==> config.mk <==
export PLATFORM = sky130hd
export DESIGN_NAME = cdm_fifo
export DESIGN_NICKNAME = d
export VERILOG_FILES = /design/src/rtl/cdm_pkg.sv /design/src/rtl/cdm_fifo.sv
export SDC_FILE = /design/constraint.sdc
export NUM_CORES = 1
export LEC_CHECK = 0
export ABC_AREA = 1
export BUFFER_PORTS_ARGS = -buffer_cell sky130_fd_sc_hd__buf_2
export CORE_AREA = 5 5 100 102
export CTS_BUF_LIST = sky130_fd_sc_hd__clkbuf_16
export CTS_CLUSTER_DIAMETER = 50
export DETAILED_ROUTE_END_ITERATION = 10
export DIE_AREA = 0 0 105 107
export HOLD_SLACK_MARGIN = 0.05
export PLACE_DENSITY_LB_ADDON = 0.3
export SLEW_MARGIN = 30
export SYNTH_ARGS = -nofsm -noshare
export SYNTH_HDL_FRONTEND = slang
export SYNTH_SLANG_ARGS = --single-unit
==> constraint.sdc <==
create_clock -name clk_i -period 1.76 [get_ports clk_i]
set_input_delay 0.528 -clock clk_i [delete_from_list [all_inputs] [get_ports clk_i]]
set_output_delay 0.528 -clock clk_i [all_outputs]
set_load 0.05 [all_outputs]
==> src/rtl/cdm_pkg.sv <==
// Shared types, constants and state codes for the color distance mask block.
`default_nettype none

package cdm_pkg;

  localparam int ChanW    = 8;
  localparam int TgtW     = 12;
  localparam int GoalW    = 16;
  localparam int FloorW   = 8;
  localparam int GainW    = 12;
  localparam int DiffW    = 13;
  localparam int SqW      = 26;
  localparam int RemW     = 14;
  localparam int DistW    = 13;
  localparam int StepW    = 4;
  localparam int ScW      = 21;
  localparam int Prod1W   = 25;
  localparam int Prod2W   = 50;
  localparam int RecipSh  = 28;
  localparam int QuotW    = Prod2W - RecipSh;
  localparam int SpreadW  = ScW + 1;
  localparam int CfgAddrW = 3;
  localparam int CfgDataW = 16;
  localparam int QDepth   = 4;
  localparam int QPtrW    = $clog2(QDepth);
  localparam int QCntW    = QPtrW + 1;

  localparam logic [StepW-1:0]  RootLastStep = 4'd12;
  localparam logic [ScW-1:0]    ScaledMax    = 21'h1F_FFFF;
  // ceil(2^28 / 10); exact quotient for every dividend below 2^25
  localparam logic [Prod1W-1:0] RecipDiv10   = 25'd26843546;
  localparam logic [Prod1W-1:0] RoundTenth   = 25'd5;
  // 4080 * g / 10 is exactly 408 * g
  localparam logic [8:0]        RMinMul      = 9'd408;
  localparam logic [11:0]       RelMax       = 12'd4080;
  localparam logic [GainW-1:0]  GainFloor    = 12'd10;
  localparam logic [GainW-1:0]  GainReset    = 12'd100;
  localparam logic [ScW-1:0]    RunMinReset  = 21'd40800;

  typedef enum logic [CfgAddrW-1:0] {
    CFG_TARGET_A    = 3'd0,
    CFG_TARGET_B    = 3'd1,
    CFG_SPREAD_GOAL = 3'd2,
    CFG_GAIN_LIMIT  = 3'd3,
    CFG_MASK_FLOOR  = 3'd4
  } cfg_addr_e;

  typedef enum logic [2:0] {
    F_IDLE,
    F_SQA,
    F_SQB,
    F_ROOT,
    F_PUSH
  } front_state_e;

  typedef enum logic [2:0] {
    B_IDLE,
    B_DIV,
    B_SCALE,
    B_ACC,
    B_GAIN,
    B_RMIN,
    B_EMIT
  } back_state_e;

  typedef struct packed {
    logic [ChanW-1:0] chan_a;
    logic [ChanW-1:0] chan_b;
    logic             last_of_frame;
  } pix_t;

  typedef struct packed {
    logic [7:0]       closeness;
    logic             mask_bit;
    logic             frame_done;
    logic [GainW-1:0] next_gain;
  } res_t;

  typedef struct packed {
    logic [CfgAddrW-1:0] addr;
    logic [CfgDataW-1:0] wdata;
  } cfg_wr_t;

  typedef struct packed {
    logic [TgtW-1:0]   target_a;
    logic [TgtW-1:0]   target_b;
    logic [GoalW-1:0]  spread_goal;
    logic [GainW-1:0]  gain_limit;
    logic [FloorW-1:0] mask_floor;
  } cfg_t;

  typedef struct packed {
    logic [DistW-1:0] mag;
    logic             last;
  } dist_word_t;

endpackage

`default_nettype wire

==> src/rtl/cdm_fifo.sv <==
// Short queue of distance words between the front and back ends.
`default_nettype none

module cdm_fifo import cdm_pkg::*; (
  input  wire        clk_i,
  input  wire        rst_ni,
  input  wire        push_i,
  input  dist_word_t push_word_i,
  output logic       full_o,
  input  wire        pop_i,
  output logic       empty_o,
  output dist_word_t pop_word_o
);

  dist_word_t        mem_q [QDepth];
  logic [QPtrW-1:0]  wr_ptr_q, rd_ptr_q;
  logic [QCntW-1:0]  cnt_q;

  assign full_o     = (cnt_q == QCntW'(QDepth));
  assign empty_o    = (cnt_q == '0);
  assign pop_word_o = mem_q[rd_ptr_q];

  always_ff @(posedge clk_i or negedge rst_ni) begin
    if (!rst_ni) begin
      wr_ptr_q <= '0;
      rd_ptr_q <= '0;
      cnt_q    <= '0;
    end else begin
      if (push_i) begin
        wr_ptr_q <= wr_ptr_q + QPtrW'(1);
      end
      if (pop_i) begin
        rd_ptr_q <= rd_ptr_q + QPtrW'(1);
      end
      if (push_i && !pop_i) begin
        cnt_q <= cnt_q + QCntW'(1);
      end else if (pop_i && !push_i) begin
        cnt_q <= cnt_q - QCntW'(1);
      end
    end
  end

  always_ff @(posedge clk_i) begin
    if (push_i) begin
      mem_q[wr_ptr_q] <= push_word_i;
    end
  end

endmodule

`default_nettype wire

==> impl_summary.txt <==
----------------------------------------------------
[Global route]
  Overflow left after global routing ... 0
  Global routing met3 resource utilization ... 0.0325
  Number of antenna violations at the first check in global routing ... 0
  Largest net degree at the start of global routing ... 31
  Wire length of the first global-routing pass ... 7.90 mm
  Met2 Resource Use GR ... 0.146
  Total Routing Usage GR ... 0.0933
  Routing usage on met1 ... 0.111
  Vias in the first global route ... about 1.5k
  Most Used Layer, Global Route ... met2

[Logic synthesis]
  Dominant combinational cell family by area after synthesis ... simple AND/OR/NAND/NOR gates
  Area fraction in compound gates after synthesis ... 0.0817
  Ys async rst share ... 0.111
  Prevailing post-synth register cell ... sky130_fd_sc_hd__edfxtp_1
  Synthesized cell area ... 2630 um^2
  Part of the Yosys area used for sequential elements ... 0.705
  Largest area contributor in the synthesized netlist ... sky130_fd_sc_hd__edfxtp_1
  Synth top area share ... 0.639
  XOR/XNOR share of the synthesized area ... 0.0133
  Count of flip-flops with a built-in enable after synthesis ... 56
  Yosys reg bits ... 63
  Total nets after synthesis ... 234
  Gate count of the mapped netlist ... between 200 and 250
  Synth Area in Adders ... 0.0314
  Number of warnings reported in the yosys synthesis log ... 0
  Proportion of synthesized area in mux cells ... 0
  Number of distinct library cells after synthesis ... 18
  Per-instance average area after synthesis ... approximately 13 um^2
  Post-synthesis share of cell area spent on and, or, nand and nor gates ... 0.0865
  Largest cells by area after synthesis ... sky130_fd_sc_hd__edfxtp_1 64%, sky130_fd_sc_hd__o211ai_1 8.0%, sky130_fd_sc_hd__nand2_1 7.8%

[Floorplanning]
  Die Y ... 107 um
  Initial core utilization ... 0.292
  Num ports ... 34
  Number of placement rows ... 35
  Die footprint ... around 11000 um^2
  Core region area ... 9020 um^2
  Horizontal die dimension ... around 110 um

[Final layout]
  Ratio of cells with drive above 1 in the final layout ... 0.251
  Number of diodes ... 0
  Post-route standard cell area excluding fillers ... 3440 um^2
  Sequential cell area ... 1860 um^2
  Highest-count cells in the layout ignoring fill and taps ... 56 x sky130_fd_sc_hd__edfxtp_1, 55 x sky130_fd_sc_hd__nand2_1, 39 x sky130_fd_sc_hd__inv_1, 28 x sky130_fd_sc_hd__o211ai_1, 17 x sky130_fd_sc_hd__buf_2
  Area used by multi-input combinational logic ... 571 um^2
  Post-layout util ... 0.381
  Synth-to-Final Area Change ... 30.7%
  Leading cell type in the layout, fill and taps excluded ... sky130_fd_sc_hd__edfxtp_1
  Nets ... 286
  Final instance count without filler cells ... 378
  Filler Cell Count ... 879

[Power]
  Leakage Power ... 1.46 nW
  Worst vdd ir ... 0.772 mV
  PD cells ... between 2000 and 2500 nW/um^2
  Sum of internal, switching and leakage power ... 6.91 mW

[Setup path]
  Worst reg2reg startpoint ... wr_ptr_q[1]
  Crit path required time ... 1.23 ns
  Reg2Reg Depth ... 5
  Crit Path Category ... flop to output port
  Worst-path fanout max ... 30
  Setup slack of the most critical reg-to-reg path ... 0.40 ns
  Endpoint of the lowest-slack register-to-register path ... mem_q[1][9]
  Element type at the critical path start ... flop
  Endpoint class of the critical path ... output port
  Critical Path AT ... about 1.4 ns

[STA]
  Slew at the pin with the worst max-slew slack ... 0.229 ns
  Min Clock Period, post-route ... 1.91 ns
  Pins over their slew limit ... 0
  Part of the cycle the worst path needs ... 1.09
  F_max ... 524 MHz
  Smallest setup slack after layout ... -0.150 ns
  Worst slew slack as a fraction of its limit ... 0.847
  Number of failing setup endpoints in the final timing report ... 14
  Unrepaired setup endpoints after global routing ... true
  Hold Vio Cnt, Final ... 0
  Clock skew ... 0.00602 ns

[Clock tree]
  CTS buffer count ... 9
  Buffer cell driving the clock tree root ... sky130_fd_sc_hd__clkbuf_16
  Deepest clock path buffer count ... 2
  Post-CTS clock slew at the launch and capture registers of the worst setup and hold paths ... around 0.05 ns
  H-Tree Depth ... 3
  Number of clock sinks ... 63
  TritonCTS clock tree ... built
  Clock latency on the worst-skew pair ... 0.32 ns

[Placement]
  Final Wtd Congestion ... 0.712
  Total half-perimeter wirelength after legalization and detailed placement ... 3.43 mm
  Number of placed instances with taps included ... 360
  Placement-stage cell area ... 3020 um^2
  Pre-CTS worst setup slack ... ~0.07 ns
  IO Port Bufs ... 33

[Flow run]
  Number of max-cap violations ... 0

[Worst hold path]
  Number of cells on the worst hold path ... 1
  Launch instance of the worst min-delay path ... push_word_i[6]
  Terminating pin of the worst hold path ... mem_q[1][6]
  Path category of the worst min-delay check ... input pin to flop

[Run status]
  Failing checks ... setup timing
  Outcome ... finished with violations

[Drt]
  Drt first pass iters ... 4
  Routed len/inst ... 12.8 um
  Number of vias per cell after detailed routing ... approximately 4.3
  Antenna viol nets, final ... 0
  Violation count after the first detailed-route iteration ... 99
  DRC violation count after routing ... 0
  Sum of routed wire length over all layers ... 4.86 mm
  Via count ... roughly 1.6k

----------------------------------------------------
[sequential cells by signal (all words and copies together), names as in the netlist]
name      flops
cnt_q         3
mem_q        56
rd_ptr_q      2
wr_ptr_q      2
[cells in the mapped netlist (all sizes together), types with 2 or more instances]
library cell	count
edfxtp	56
nand2	55
inv	40
o211ai	28
buf	8
dfrtp	7
ha	5
xor2	3
nor3	2
[per-stage QoR]
step                hold WS (ns)  TNS, ns
floorplan                  0.232   -0.581
global placement           0.373        0
detailed placement         0.377        0
CTS                        0.406    -2.29
global route               0.409    -2.78
finish                     0.424    -1.82
[layer usage]
layer	vias to the layer above	wire length, um
met4	0	97
met3	7	224
li1	814	-
met5	-	0
met2	29	2410
met1	768	2130
[worst max-delay path, stage by stage (launching register included)]
cell and delay, ns:
sky130_fd_sc_hd__dfrtp_2 0.43, sky130_fd_sc_hd__buf_12 0.17, sky130_fd_sc_hd__o211ai_1 0.19, sky130_fd_sc_hd__nand2_1 0.10, sky130_fd_sc_hd__buf_6 0.16
[power by group]
group / switching [mW] / internal [mW] / total (mW)
sequential: 0.152 / 1.99 / 2.14
combinational: 1.98 / 1.13 / 3.10
clock: 0.588 / 1.08 / 1.67
total: 2.72 / 4.19 / 6.91
[cell families after synthesis]
| group | count (synthesis) |
|---|---|
| and+or+nand+nor | 59 |
| xor gates and xnor gates | 4 |
| adders and majority gates | 6 |
| buffers and inverters | 49 |
| DFF | 63 |
| AOI/OAI and AO/OA | 29 |
[worst max path at each step]
stage	startpoint	to	cells past startpoint
floorplan	cnt_q[0]	empty_o	1
global placement	pop_i	cnt_q[2]	9
detailed placement	pop_i	cnt_q[2]	9
CTS	rd_ptr_q[0]	pop_word_o[5]	4
global route	rd_ptr_q[0]	pop_word_o[3]	4
finish	rd_ptr_q[0]	pop_word_o[2]	4
[final cells by class]
class | instances | area share
clock buffer | 9 | 0.0655
inverter | 40 | 0.0437
multi-input combinational | 98 | 0.166
sequential | 63 | 0.540
tap | 111 | 0.0404
clock inverter | 7 | 0.0186
timing repair buffer | 50 | 0.126
[repair_timing]
action	CTS	global route
hold endpoints to repair	7	0
hold buffers	1	0
buffers inserted	0	1
endpoints found under the setup margin	16	15
resized for setup	31	3
pin swaps	10	12
(Power assumes the default switching activity.)
